===== config.mk =====
export PLATFORM = sky130hd
export DESIGN_NAME = double_ended_queue_top
export DESIGN_NICKNAME = d
export VERILOG_FILES = /design/src/rtl/dq_pkg.sv /design/src/rtl/dq_ram.sv /design/src/rtl/double_ended_queue_top.sv
export VERILOG_INCLUDE_DIRS = /design/src /design/src/rtl
export SDC_FILE = /design/constraint.sdc
export NUM_CORES = 1
export LEC_CHECK = 0
export BUFFER_PORTS_ARGS = -buffer_cell sky130_fd_sc_hd__buf_2
export CAP_MARGIN = 20
export CORE_MARGIN = 8
export CORE_UTILIZATION = 53
export CTS_BUF_LIST = sky130_fd_sc_hd__clkbuf_2 sky130_fd_sc_hd__clkbuf_4 sky130_fd_sc_hd__clkbuf_8
export DETAILED_ROUTE_END_ITERATION = 8
export PLACE_DENSITY = 0.72
export SLEW_MARGIN = 20
export SYNTH_ARGS = -nofsm -noshare
export SYNTH_HDL_FRONTEND = slang
export SYNTH_HIERARCHICAL = 1
export SYNTH_SLANG_ARGS = --single-unit

===== constraint.sdc =====
create_clock -name clock -period 6.8 [get_ports clock]
set_clock_uncertainty 0.1 [all_clocks]
set_input_delay 1.02 -clock clock [delete_from_list [all_inputs] [get_ports clock]]
set_output_delay 1.02 -clock clock [all_outputs]
set_load 0.05 [all_outputs]

===== src/rtl/assert_macros.svh =====
// ----------------------------------------------------------------------------
// Assertion macros
// Shared concurrent assertion wrappers; they compile to nothing for synthesis.
// ----------------------------------------------------------------------------
`ifndef ASSERT_MACROS_SVH
`define ASSERT_MACROS_SVH

`ifndef SYNTHESIS

// Check that an expression holds at every clock edge outside reset
`define ASSERT_ALWAYS(lbl, clk, rst, expr, msg) \
   lbl: assert property (@(posedge clk) disable iff (rst) (expr)) else $error(msg);

// Check that a condition implies a consequence in the next cycle
`define ASSERT_IMPLIES(lbl, clk, rst, ante, cons, msg) \
   lbl: assert property (@(posedge clk) disable iff (rst) (ante) |=> (cons)) \
      else $error(msg);

`else

`define ASSERT_ALWAYS(lbl, clk, rst, expr, msg)
`define ASSERT_IMPLIES(lbl, clk, rst, ante, cons, msg)

`endif

`endif


===== src/rtl/dq_pkg.sv =====
// ----------------------------------------------------------------------------
// Deque package
// Types and constants shared by the deque top level and its storage.
// ----------------------------------------------------------------------------
`timescale 1ns / 1ps

package dq_pkg;

   localparam int DEPTH_DEFAULT = 16;
   localparam int DATA_W        = 32;

   // Action codes carried in the request
   typedef enum logic [2:0] {
      ACT_PUSH_FRONT = 3'd0,
      ACT_PUSH_BACK  = 3'd1,
      ACT_POP_FRONT  = 3'd2,
      ACT_POP_BACK   = 3'd3,
      ACT_DUMP       = 3'd4
   } action_type;

   // Response status codes
   typedef enum logic [1:0] {
      ST_OK    = 2'd0,
      ST_EMPTY = 2'd1,
      ST_FULL  = 2'd2
   } status_type;

   // Controller states
   typedef enum logic {
      S_IDLE = 1'b0,
      S_DUMP = 1'b1
   } state_type;

   typedef struct packed {
      logic [2:0]               action;
      logic signed [DATA_W-1:0] value;
   } req_type;

   typedef struct packed {
      status_type               status;
      logic signed [DATA_W-1:0] element;
      logic                     last;
   } rsp_type;

endpackage


===== src/rtl/dq_ram.sv =====
// ----------------------------------------------------------------------------
// Deque storage RAM
// Simple dual-port RAM: one write port, one read port with registered data.
// ----------------------------------------------------------------------------
`timescale 1ns / 1ps

module dq_ram #(
   parameter int WIDTH = dq_pkg::DATA_W,
   parameter int DEPTH = dq_pkg::DEPTH_DEFAULT
) (
   input  logic                     clock,
   input  logic                     we,
   input  logic [$clog2(DEPTH)-1:0] waddr,
   input  logic [WIDTH-1:0]         wdata,
   input  logic                     re,
   input  logic [$clog2(DEPTH)-1:0] raddr,
   output logic [WIDTH-1:0]         rdata
);

   logic [WIDTH-1:0] mem_ff [DEPTH];
   logic [WIDTH-1:0] rdata_ff;

   // Write port
   always_ff @(posedge clock) begin
      if (we) begin
         mem_ff[waddr] <= wdata;
      end
   end

   // Read port; data holds while no read is issued
   always_ff @(posedge clock) begin
      if (re) begin
         rdata_ff <= mem_ff[raddr];
      end
   end

   assign rdata = rdata_ff;

endmodule


===== src/rtl/double_ended_queue_top.sv =====
// ----------------------------------------------------------------------------
// Double-ended queue
// Bounded deque of signed 32-bit values held in a ring RAM with front/count.
// ----------------------------------------------------------------------------
// Usage:
//   req_valid/req_ready carry one transaction: an action (push front, push
//   back, pop front, pop back, dump) and a value used only by pushes.
//   rsp_valid/rsp_ready return results: status, element and a last flag.
//   Push and pop give one response, registered in the cycle after acceptance;
//   a new request is taken every cycle while responses drain.
//   A dump of N elements gives N responses, one per cycle while responses
//   are taken, elements from front to back with last on the final one; the
//   first passes through the ring RAM read register and then the response
//   register, one register more than a push.
//   Requests are held off for the whole dump walk.
//   Pop or dump on an empty queue answers status empty; a push into a full
//   queue is dropped and answered with status full. Unused action codes
//   are accepted and produce no response.
//   Reset empties the queue at once (front and count cleared); RAM contents
//   are left as they are. When rsp_ready is low the pending response holds,
//   and req_ready and the dump walk stall until it is taken.
// ----------------------------------------------------------------------------
`timescale 1ns / 1ps

`include "assert_macros.svh"

module double_ended_queue_top #(
   parameter int DEPTH = dq_pkg::DEPTH_DEFAULT
) (
   input  logic            clock,
   input  logic            reset,
   input  logic            req_valid,
   output logic            req_ready,
   input  dq_pkg::req_type req_data,
   output logic            rsp_valid,
   input  logic            rsp_ready,
   output dq_pkg::rsp_type rsp_data
);

   localparam int IDX_W = $clog2(DEPTH);
   localparam int CNT_W = $clog2(DEPTH + 1);
   localparam int SUM_W = CNT_W + 1;

   localparam logic [IDX_W-1:0] IDX_LAST = IDX_W'(DEPTH - 1);
   localparam logic [CNT_W-1:0] CNT_FULL = CNT_W'(DEPTH);
   localparam logic [SUM_W-1:0] SUM_WRAP = SUM_W'(DEPTH);

   dq_pkg::state_type state_ff, state_in;
   logic [IDX_W-1:0]  front_ff, front_in;
   logic [CNT_W-1:0]  count_ff, count_in;
   logic [IDX_W-1:0]  ptr_ff, ptr_in;
   logic [CNT_W-1:0]  rem_ff, rem_in;
   logic              rsp_valid_ff;
   dq_pkg::rsp_type   rsp_data_ff, rsp_next;

   logic              slot_free;
   logic              in_dump;
   logic              req_fire;
   logic              rsp_load;
   logic              is_full;
   logic              is_empty;
   logic              push_ok;
   logic [CNT_W-1:0]  count_up;
   logic [IDX_W-1:0]  front_dec;
   logic [IDX_W-1:0]  front_inc;
   logic [IDX_W-1:0]  ptr_inc;
   logic [SUM_W-1:0]  back_sum;
   logic [IDX_W-1:0]  back_pos;

   logic                      ram_we;
   logic [IDX_W-1:0]          ram_waddr;
   logic [dq_pkg::DATA_W-1:0] ram_wdata;
   logic                      ram_re;
   logic [IDX_W-1:0]          ram_raddr;
   logic [dq_pkg::DATA_W-1:0] ram_rdata;

   // Handshake
   assign in_dump   = (state_ff == dq_pkg::S_DUMP);
   assign slot_free = !rsp_valid_ff || rsp_ready;
   assign req_ready = !in_dump && slot_free;
   assign req_fire  = req_valid && req_ready;

   // Ring index arithmetic
   assign is_full   = (count_ff == CNT_FULL);
   assign is_empty  = (count_ff == '0);
   assign count_up  = count_ff + CNT_W'(1);
   assign front_dec = (front_ff == '0) ? IDX_LAST : front_ff - IDX_W'(1);
   assign front_inc = (front_ff == IDX_LAST) ? '0 : front_ff + IDX_W'(1);
   assign ptr_inc   = (ptr_ff == IDX_LAST) ? '0 : ptr_ff + IDX_W'(1);
   assign back_sum  = SUM_W'(front_ff) + SUM_W'(count_ff);
   assign back_pos  = (back_sum >= SUM_WRAP) ? IDX_W'(back_sum - SUM_WRAP)
                                             : IDX_W'(back_sum);

   assign push_ok = req_fire && !is_full &&
                    ((req_data.action == dq_pkg::ACT_PUSH_FRONT) ||
                     (req_data.action == dq_pkg::ACT_PUSH_BACK));

   // Next state
   always_comb begin
      state_in = state_ff;
      unique case (state_ff)
         dq_pkg::S_IDLE: begin
            if (req_fire && (req_data.action == dq_pkg::ACT_DUMP) && !is_empty) begin
               state_in = dq_pkg::S_DUMP;
            end
         end
         dq_pkg::S_DUMP: begin
            if (slot_free && (rem_ff == '0)) begin
               state_in = dq_pkg::S_IDLE;
            end
         end
         default: state_in = dq_pkg::S_IDLE;
      endcase
   end

   // Datapath and outputs
   always_comb begin
      front_in  = front_ff;
      count_in  = count_ff;
      ptr_in    = ptr_ff;
      rem_in    = rem_ff;
      ram_we    = 1'b0;
      ram_waddr = front_dec;
      ram_wdata = req_data.value;
      ram_re    = 1'b0;
      ram_raddr = ptr_ff;
      rsp_load  = 1'b0;
      rsp_next  = '{status: dq_pkg::ST_OK, element: '0, last: 1'b1};

      unique case (state_ff)
         dq_pkg::S_IDLE: begin
            if (req_fire) begin
               unique case (dq_pkg::action_type'(req_data.action))
                  dq_pkg::ACT_PUSH_FRONT: begin
                     rsp_load = 1'b1;
                     if (is_full) begin
                        rsp_next.status = dq_pkg::ST_FULL;
                     end else begin
                        front_in  = front_dec;
                        count_in  = count_up;
                        ram_we    = 1'b1;
                        ram_waddr = front_dec;
                     end
                  end
                  dq_pkg::ACT_PUSH_BACK: begin
                     rsp_load = 1'b1;
                     if (is_full) begin
                        rsp_next.status = dq_pkg::ST_FULL;
                     end else begin
                        count_in  = count_up;
                        ram_we    = 1'b1;
                        ram_waddr = back_pos;
                     end
                  end
                  dq_pkg::ACT_POP_FRONT: begin
                     rsp_load = 1'b1;
                     if (is_empty) begin
                        rsp_next.status = dq_pkg::ST_EMPTY;
                     end else begin
                        front_in = front_inc;
                        count_in = count_ff - CNT_W'(1);
                     end
                  end
                  dq_pkg::ACT_POP_BACK: begin
                     rsp_load = 1'b1;
                     if (is_empty) begin
                        rsp_next.status = dq_pkg::ST_EMPTY;
                     end else begin
                        count_in = count_ff - CNT_W'(1);
                     end
                  end
                  dq_pkg::ACT_DUMP: begin
                     if (is_empty) begin
                        rsp_load        = 1'b1;
                        rsp_next.status = dq_pkg::ST_EMPTY;
                     end else begin
                        // Start the walk: fetch the front element
                        ram_re    = 1'b1;
                        ram_raddr = front_ff;
                        ptr_in    = front_inc;
                        rem_in    = count_ff - CNT_W'(1);
                     end
                  end
                  default: begin
                     // Unused codes: drop without a response
                  end
               endcase
            end
         end
         dq_pkg::S_DUMP: begin
            // Emit the fetched element and fetch the next while any remain
            if (slot_free) begin
               rsp_load         = 1'b1;
               rsp_next.element = ram_rdata;
               rsp_next.last    = (rem_ff == '0);
               if (rem_ff != '0) begin
                  ram_re    = 1'b1;
                  ram_raddr = ptr_ff;
                  ptr_in    = ptr_inc;
                  rem_in    = rem_ff - CNT_W'(1);
               end
            end
         end
         default: begin
         end
      endcase
   end

   // Control registers
   always_ff @(posedge clock) begin
      if (reset) begin
         state_ff     <= dq_pkg::S_IDLE;
         front_ff     <= '0;
         count_ff     <= '0;
         rsp_valid_ff <= 1'b0;
      end else begin
         state_ff <= state_in;
         front_ff <= front_in;
         count_ff <= count_in;
         if (rsp_load) begin
            rsp_valid_ff <= 1'b1;
         end else if (rsp_ready) begin
            rsp_valid_ff <= 1'b0;
         end
      end
   end

   // Walk pointer, remaining count and response payload
   always_ff @(posedge clock) begin
      ptr_ff <= ptr_in;
      rem_ff <= rem_in;
      if (rsp_load) begin
         rsp_data_ff <= rsp_next;
      end
   end

   assign rsp_valid = rsp_valid_ff;
   assign rsp_data  = rsp_data_ff;

   // Ring storage
   dq_ram #(
      .WIDTH (dq_pkg::DATA_W),
      .DEPTH (DEPTH)
   ) u_ram (
      .clock (clock),
      .we    (ram_we),
      .waddr (ram_waddr),
      .wdata (ram_wdata),
      .re    (ram_re),
      .raddr (ram_raddr),
      .rdata (ram_rdata)
   );

   // Assertions
   `ASSERT_ALWAYS(a_count_bound, clock, reset, count_ff <= CNT_FULL, "count exceeds depth")
   `ASSERT_ALWAYS(a_write_idle, clock, reset, !(ram_we && in_dump), "RAM write during dump")
   `ASSERT_ALWAYS(a_rem_bound, clock, reset, !in_dump || (rem_ff < count_ff), "walk past count")
   `ASSERT_IMPLIES(a_dump_holds, clock, reset, in_dump, $stable({front_ff, count_ff}), "queue moved")
   `ASSERT_IMPLIES(a_push_grows, clock, reset, push_ok, count_ff == $past(count_up), "push lost")

endmodule


==> impl.org, run 1 <==
** Logic synthesis
- Top cells by area, synth :: sky130_fd_sc_hd__edfxtp_1 77%, sky130_fd_sc_hd__mux4_2 13%, sky130_fd_sc_hd__a22oi_1 2.1%
- Most frequently used flop master after synthesis :: sky130_fd_sc_hd__edfxtp_1
- In this run the mean area of a mapped cell was 21.2 sq um.
- Number of flip-flops and latches in the synthesized netlist :: 599
- Syn Nets :: 1136
- Cell type with the highest aggregate area in the netlist :: sky130_fd_sc_hd__edfxtp_1
- Number of synthesized flops with an enable pin :: 588
- Number of distinct standard cells referenced by the synthesized netlist :: 50
- Cell count after synthesis :: 1087
- YS warnings :: 6
- Cell area after synthesis :: 23000 sq um
- Async SR Flop Fraction :: 0%
- Fraction of post-synthesis cell area in the top cell type by area :: 76.7%
- For this run, the register share of the synthesized area comes to 77.7%.

** Die
- Die area :: 50300 sq um
- Site Rows :: 76
- After floorplanning, the core was sized to cover 43000 sq um.
- Initial core utilization :: 53.5%
- For this design the top-level I/O count stands at 76.
- From left edge to right edge, the die measures 224 um.
- The floorplan step set the die height to 224 um.

** Pwr
- Per report_power, the combinational group accounts for 4.5% of the total.
- Power share of the clock group :: 37.9%
- The analysis attributes to net switching a power of 1.51 mW.
- Summed over all cells, the static leakage comes to 8.42 nW.
- Pwr Total :: 7.16 mW
- Worst vdd rail ir drop :: 0.000178 V
- Sequential group share of total power :: 57.5%
- In this run switching power makes up 21.1% of total power.
- For this design the ratio of total power to cell area is 276 nW/um^2.
- The internal power of the cells totals 5.65 mW.

** Detailed routing
- For this run, the detailed router's first-pass iteration total came to 5.
- Wire length reported by the detailed router :: 46000 um
- Mean number of vias per cell :: 5.90
- Number of vias after detailed routing :: 11.0k
- After detailed routing, the average wire length per cell comes to 24.6 um.
- The count of nets left with antenna violations once routing finished came out at 0.
- The first routing iteration left 1022 violations.
- Residual DRC :: 0

** Cells and area
- Area of all placed cells without fillers :: 25900 sq um
- From synthesis to final layout, the design area changed by 12.8%.
- Commonest non-fill, non-tap cells in the layout :: 588 x sky130_fd_sc_hd__edfxtp_1, 128 x sky130_fd_sc_hd__mux4_2, 93 x sky130_fd_sc_hd__clkbuf_8, 75 x sky130_fd_sc_hd__buf_2, 64 x sky130_fd_sc_hd__a22oi_1
- Number of fill cells in the layout :: 3078
- Inserted Diodes :: 0
- Number of nets in the layout :: 1273
- Leaving out fill and tap cells, the most frequent cell in the layout is sky130_fd_sc_hd__edfxtp_1.
- Fraction of final layout cells with drive strength greater than 1 :: 31.0%

** Clocking
- # H-tree levels :: 3
- Clock latency on the worst-skew pair, taken at its later pin, is 620 ps.
- Clock slew at reported path FFs :: 60 ps
- The cell sitting at the root of the clock tree is a sky130_fd_sc_hd__clkbuf_8.
- TritonCTS built the clock tree.
- The clock drives 599 sinks.
- Once the clock tree was built, the setup fixing pass inserted 0 buffers.
- Post-CTS Hold Buffers :: 0
- Resize count post-CTS :: 0
- Buffer depth of the longest clock path :: 3
- Number of CTS-inserted buffers :: 90

** Placement
- Input and output buffers added on the ports amount to 75.
- After legalization and detailed placement, the total HPWL measured 25200 um.
- Routability-driven placement finished with a final weighted congestion of 0.766.
- Cell area after placement :: 24300 sq um

** Worst setup path
- Crit start category :: flip-flop
- Signal arrival time at the worst endpoint :: 4470 ps
- In this design, the stage delay of the slowest critical-path cell is 670 ps.
- Kind of critical path :: flip-flop to flip-flop
- At the worst endpoint, the required time is 6970 ps.
- Cell Chain, Critical Path :: nand2b_1 > nor4_1 > nand4b_1 > mux2i_1 > nand2_1 > nor2_4 > buf_4
- In this run the worst path has a maximum fanout of 20.
- Slowest CP cell :: sky130_fd_sc_hd__nor2_4
- Worst r2r path cells :: 7
- Worst flop-to-flop path startpoint :: in_dump$_SDFF_PP0_
- R2r endpoint :: u_ram/mem_ff[7][8]$_DFFE_PP_
- Setup slack on the worst reg-to-reg path comes out at 2500 ps.
- Critical Path Sink Type :: flip-flop

** STA
- Period utilisation layout :: 63.2%
- Setup repair after global routing missed its margin :: false
- Actual slew at the worst max-slew pin :: 975 ps
- The final count of hold timing violations is 0.
- Setup violations remaining at the end of the flow were counted as 0.
- Tmin final :: 4300 ps
- Setup TNS after final layout :: 0 ps
- Max Freq :: 233 MHz
- Relative slew slack :: 35.0%
- The number of max-slew violations in the final report came to 0.

** Global route
- Number of antenna violations at the first check in global routing :: 0
- Gr usage total :: 18.4%
- Entering global routing, the biggest net connects 69 pins.
- Vias in the first global route :: 11.4k
- GRT overflow :: 0
- The first global-routing pass estimated 69700 um of wire.

** Status
- Run status :: complete, no violations

** Min path
- The tightest min-delay check is of the flip-flop to flip-flop type.
- Along the worst hold path, the cell count comes to 1.
- Hold endpoint :: rsp_data[6]$_SDFFCE_PN0P_
- Startpoint of the lowest-slack hold path :: u_ram/rdata[5]$_DFFE_PP_

** Job
- Across the run, the number of max-cap violations was 0.
==> state kept, by name, summed over array words and instances, names as in the netlist <==
name / flops
u_ram/mem_ff: 512
rsp_data: 35
u_ram/rdata: 32
count_ff: 5
rem_ff: 5
front_ff: 4
ptr_ff: 4
in_dump: 1
rsp_valid: 1
==> worst max-delay path by stage <==
stage                                   from                            end  slack (ps)  cells after the start
global route        count_ff[1]$_SDFFE_PP0P_   u_ram/mem_ff[7][8]$_DFFE_PP_        2230                      9
detailed placement                 rsp_ready   u_ram/mem_ff[7][1]$_DFFE_PP_        2020                      8
CTS                       in_dump$_SDFF_PP0_  u_ram/mem_ff[7][12]$_DFFE_PP_        2500                      7
floorplan                          rsp_ready   u_ram/mem_ff[0][0]$_DFFE_PP_        1390                      7
global placement                   rsp_ready  u_ram/mem_ff[7][10]$_DFFE_PP_        2170                      8
finish                    in_dump$_SDFF_PP0_   u_ram/mem_ff[7][8]$_DFFE_PP_        2500                      7
==> metrics by stage <==
step,worst slack (ps),instances,hold slack (ps),util [%]
final,2500,1869,416,60.4
after global routing,2230,1869,437,60.4
after CTS,2500,1868,418,60.3
after detailed placement,2020,1716,404,56.5
after global placement,2170,1714,400,56.3
after floorplan,1390,1087,397,-
==> final cells by class <==
type	instances	area (sq um)	area share [%]
repair buffers	104	666	2.57
flip-flops and latches	599	17900	68.9
inverters	10	37.5	0.145
well taps	585	732	2.82
clock buffers	121	1490	5.74
multi-input cells	419	4980	19.2
clock inverters	31	161	0.622
==> Yosys cell counts (6+ instances only) <==
cell type,number
sky130_fd_sc_hd__edfxtp_1,588
sky130_fd_sc_hd__mux4_2,128
sky130_fd_sc_hd__a22oi_1,64
sky130_fd_sc_hd__nand2_1,44
sky130_fd_sc_hd__and2_1,34
sky130_fd_sc_hd__clkbuf_1,27
sky130_fd_sc_hd__nor2_1,23
sky130_fd_sc_hd__a21oi_1,13
sky130_fd_sc_hd__buf_1,11
sky130_fd_sc_hd__buf_2,11
sky130_fd_sc_hd__dfxtp_1,11
sky130_fd_sc_hd__inv_1,10
sky130_fd_sc_hd__nand2b_1,10
sky130_fd_sc_hd__buf_4,9
sky130_fd_sc_hd__ha_1,9
sky130_fd_sc_hd__o21ai_0,9
sky130_fd_sc_hd__nor2b_1,8
sky130_fd_sc_hd__nor3_1,8
sky130_fd_sc_hd__a31oi_1,6
sky130_fd_sc_hd__mux2_2,6
sky130_fd_sc_hd__mux2i_1,6
sky130_fd_sc_hd__xnor2_1,6
sky130_fd_sc_hd__xor2_1,6
==> worst max-delay path, delay by kind of cell, from the launching register on <==
| family | cells | cell delay (ps) |
|---|---|---|
| flops | 1 | 520 |
| mux | 1 | 630 |
| buf+inv | 1 | 450 |
| simple gates | 5 | 2200 |
==> kinds of logic (layout without fill, tap and decap cells) <==
kind of cell | count (synthesis) | count (layout) | synth area share [%]
DFF | 599 | 599 | 77.7
and+or+nand+nor | 148 | 148 | 3.39
muxes | 143 | 143 | 13.2
AOI/OAI and AO/OA | 106 | 106 | 3.28
buffers and inverters | 69 | 266 | 1.36
xor gates and xnor gates | 12 | 12 | 0.457
adders and majority gates | 10 | 10 | 0.576
==> metal layers <==
metal  track usage, %  up-vias  wire length [um]
met4             5.55        0               780
met2             30.0      390             22500
li1                 -     4780                 -
met1             25.4     5792             19700
met5                0        -                 0
met3             3.45       64              2970
==> power by group through the flow <==
stage	clock [mW]	sequential [mW]	combinational, mW
after CTS	2.79	4.12	0.327
after global routing	2.94	4.12	0.350
after global placement	0	4.20	0.316
final	2.72	4.12	0.324
after floorplan	0	4.25	0.150
after detailed placement	0	4.20	0.326
Note: power is estimated with default switching activity, not from simulation.
==> inputs of run 2 (changes only) <==
==> constraint.sdc (replaced) <==
create_clock -name clock -period 4.2 [get_ports clock]
set_clock_uncertainty 0.1 [all_clocks]
set_input_delay 0.63 -clock clock [delete_from_list [all_inputs] [get_ports clock]]
set_output_delay 0.63 -clock clock [all_outputs]
set_load 0.05 [all_outputs]
==> run 2 against run 1 <==
Non-clock buffer count rose by 15. First-iteration DRC count rose by 3.1%. Total power rose by 66%. Setup slack got worse by 2000 ps. Final area rose by 1.4%. Core utilization rose by 0.84 points. Combinational power rose by 66%. Hold slack got worse by 160 ps. Routed wire length rose by 2.2%. Via count rose by 1.4%.
==> impl.org, run 2 (synthesized netlist as in run 1, its figures left out) <==
** Clocking
- Clock tree root buffer cell :: sky130_fd_sc_hd__clkbuf_8
- Post-CTS Hold Buffers :: 0
- In this run, CTS created clock tree buffers numbering 93.
- Clock-pin slew was measured on the worst setup and hold paths at 60 ps.
- Clock insertion delay at the later pin of the skew report :: 640 ps
- # H-tree levels :: 3
- Resize count post-CTS :: 0
- Buffers added to address setup during post-CTS repair amount to 0.
- The clock net in this run drives a total of 599 sinks.
- TritonCTS built the clock tree.
- Buffer depth of the longest clock path :: 3

** Global route
- After global routing the overflow that remains totals 0.
- Entering global routing, the biggest net connects 66 pins.
- The first global-routing pass estimated 71600 um of wire.
- Number of antenna violations at the first check in global routing :: 2
- Vias in the first global route :: 11.6k
- Gr usage total :: 18.9%

** Job
- Max-cap violation count :: 0

** Cells and area
- Share of the core filled with cells in the final layout :: 61.2%
- The finished layout holds 1897 standard cells, fillers aside.
- Layout overhead on the synthesized area :: 14.3%
- Cells with a size suffix above 1 make up 32.2% of the layout.
- Area of all placed cells without fillers :: 26300 sq um
- In the layout the commonest cells are 588 x sky130_fd_sc_hd__edfxtp_1, 128 x sky130_fd_sc_hd__mux4_2, 97 x sky130_fd_sc_hd__clkbuf_8, 75 x sky130_fd_sc_hd__buf_2, 64 x sky130_fd_sc_hd__a22oi_1.
- The register with the most flip-flops in the layout has 512 of them.
- Leaving out fill and tap cells, the most frequent cell in the layout is sky130_fd_sc_hd__edfxtp_1.
- Number of nets in the layout :: 1291
- Number of fill cells in the layout :: 3004
- Counting flops per register, the top entry is u_ram/mem_ff.

** Worst setup path
- STA puts the critical path data arrival time at 3910 ps.
- Data on the critical path is required at its endpoint by 4420 ps.
- The setup check on the worst reg-to-reg path leaves a slack of 510 ps.
- The largest single stage delay on the critical path is 540 ps.
- The worst setup path is of the flip-flop to flip-flop kind.
- The signal on the critical path passes through inv_1 > ha_1 > nor3b_2 > nand2_1 > nand4b_1 > mux2i_1 > nand2b_1 > nor2_4 > buf_12.
- STA classifies the critical path endpoint as a flip-flop.
- STA classifies the critical path startpoint as a flip-flop.
- Slowest CP cell :: sky130_fd_sc_hd__mux2i_1
- Of all nets on the critical path, the largest fanout is 22.

** Die
- Initial core utilization :: 53.5%
- Core area :: 43000 sq um
- The die is 224 um wide.
- The floorplan has 76 rows.
- Count of boundary I/O pins :: 76
- The die covers 50300 sq um.
- From bottom edge to top edge, the die measures 224 um.

** Detailed routing
- The first routing iteration left 1054 violations.
- Routed wire per std cell :: 24.8 um
- Number of vias after detailed routing :: 11.2k
- The count of nets left with antenna violations once routing finished came out at 0.
- Summed over all layers, the routed wires come to 47000 um.
- In the routed design, unresolved DRC markers number 0.
- Number of detailed-route iterations in the first pass :: 5
- Mean number of vias per cell :: 5.89

** STA
- Setup violations remaining at the end of the flow were counted as 0.
- Max Freq :: 271 MHz
- Relative slew slack :: 37.5%
- Number of hold violations in the final report :: 0
- Max Transition Viols Final :: 0
- Period utilisation layout :: 87.9%
- Setup repair after global routing missed its margin :: false
- For the finished layout, the period the worst path requires is 3690 ps.
- For the pin with the worst max-slew slack, the measured transition is 938 ps.

** Pwr
- Worst vdd rail ir drop :: 0.000323 V
- Power density over cell area :: 450 nW/um^2
- Summed over all cells, the static leakage comes to 8.61 nW.

** Status
- The flow ran to the end, and the final reports show no timing, DRC or antenna violations.

** Placement
- Cell area after placement :: 24500 sq um
- Number of placed instances with taps included :: 1732
- During placement, the flow inserted port buffers numbering 75.
- Detailed placer's ending HPWL :: 26500 um
- At the end of routability-driven placement, the weighted congestion stood at 0.749.

** Min path
- Path type of the worst min-delay path :: input pin to flip-flop
[run 2: changes by cell type in the layout (fill, tap and decap cells not counted), sizes merged]
| cell | change |
|---|---|
| clkbuf | +3 |
| buf | +15 |
| bufinv | +1 |
| clkinvlp | +3 |
| clkinv | +5 |
| diode | +1 |
[run 2: where the power goes]
| group | leakage, nW | internal (mW) | total (mW) | switching (mW) |
|---|---|---|---|---|
| clock | 0.926 | 2.49 | 4.64 | 2.15 |
| sequential | 5.40 | 6.64 | 6.67 | 0.0264 |
| combinational | 2.28 | 0.169 | 0.539 | 0.370 |
| total | 8.61 | 9.31 | 11.9 | 2.54 |
[run 2: routing by layer]
metal	GRT usage, %	share of wire [%]	vias to the layer above	routed length [um]
met2	30.8	50	406	23300
li1	-	-	4832	-
met4	6.75	2.6	0	1220
met3	3.62	6.4	89	2980
met1	25.6	41	5852	19500
met5	0	0	-	0
[run 2: critical path, delay by kind of cell (launching register included)]
kind          cells  cell delay, ps
simple gates      5            1730
mux               1             540
buf+inv           2             400
flops             1             360
fa+ha+maj         1             250
[run 2: final timing paths]
| kind | from | to | cells after the start |
|---|---|---|---|
| worst max-delay path | count_ff[1]$_SDFFE_PP0P_ | u_ram/mem_ff[10][23]$_DFFE_PP_ | 9 |
| worst min-delay path | reset | front_ff[1]$_SDFFE_PP0P_ | 2 |
| worst max register to register | count_ff[1]$_SDFFE_PP0P_ | u_ram/mem_ff[10][23]$_DFFE_PP_ | 9 |
| worst min register to register | u_ram/rdata[4]$_DFFE_PP_ | rsp_data[5]$_SDFFCE_PN0P_ | 1 |
[run 2: final cells by class]
type	instances	area (sq um)	share of cell area [%]
Antenna cell	1	2.50	0.00951
Clock buffer	124	1540	5.85
Clock inverter	40	233	0.885
Inverter	10	37.5	0.143
Multi-Input combinational cell	419	4990	19.0
Sequential cell	599	17900	68.0
Tap cell	585	732	2.78
Timing Repair Buffer	119	893	3.40
[run 2: through the flow]
stage                     worst slack [ps]  power (mW)  hold slack (ps)  TNS (ps)
final                                  508        11.9              259         0
after global routing                   238        12.3              231         0
after CTS                              517        12.0              201         0
after detailed placement               525        7.34              403         0
after global placement                 699        7.32              400         0
after floorplan                       -430        7.12              397    -27380
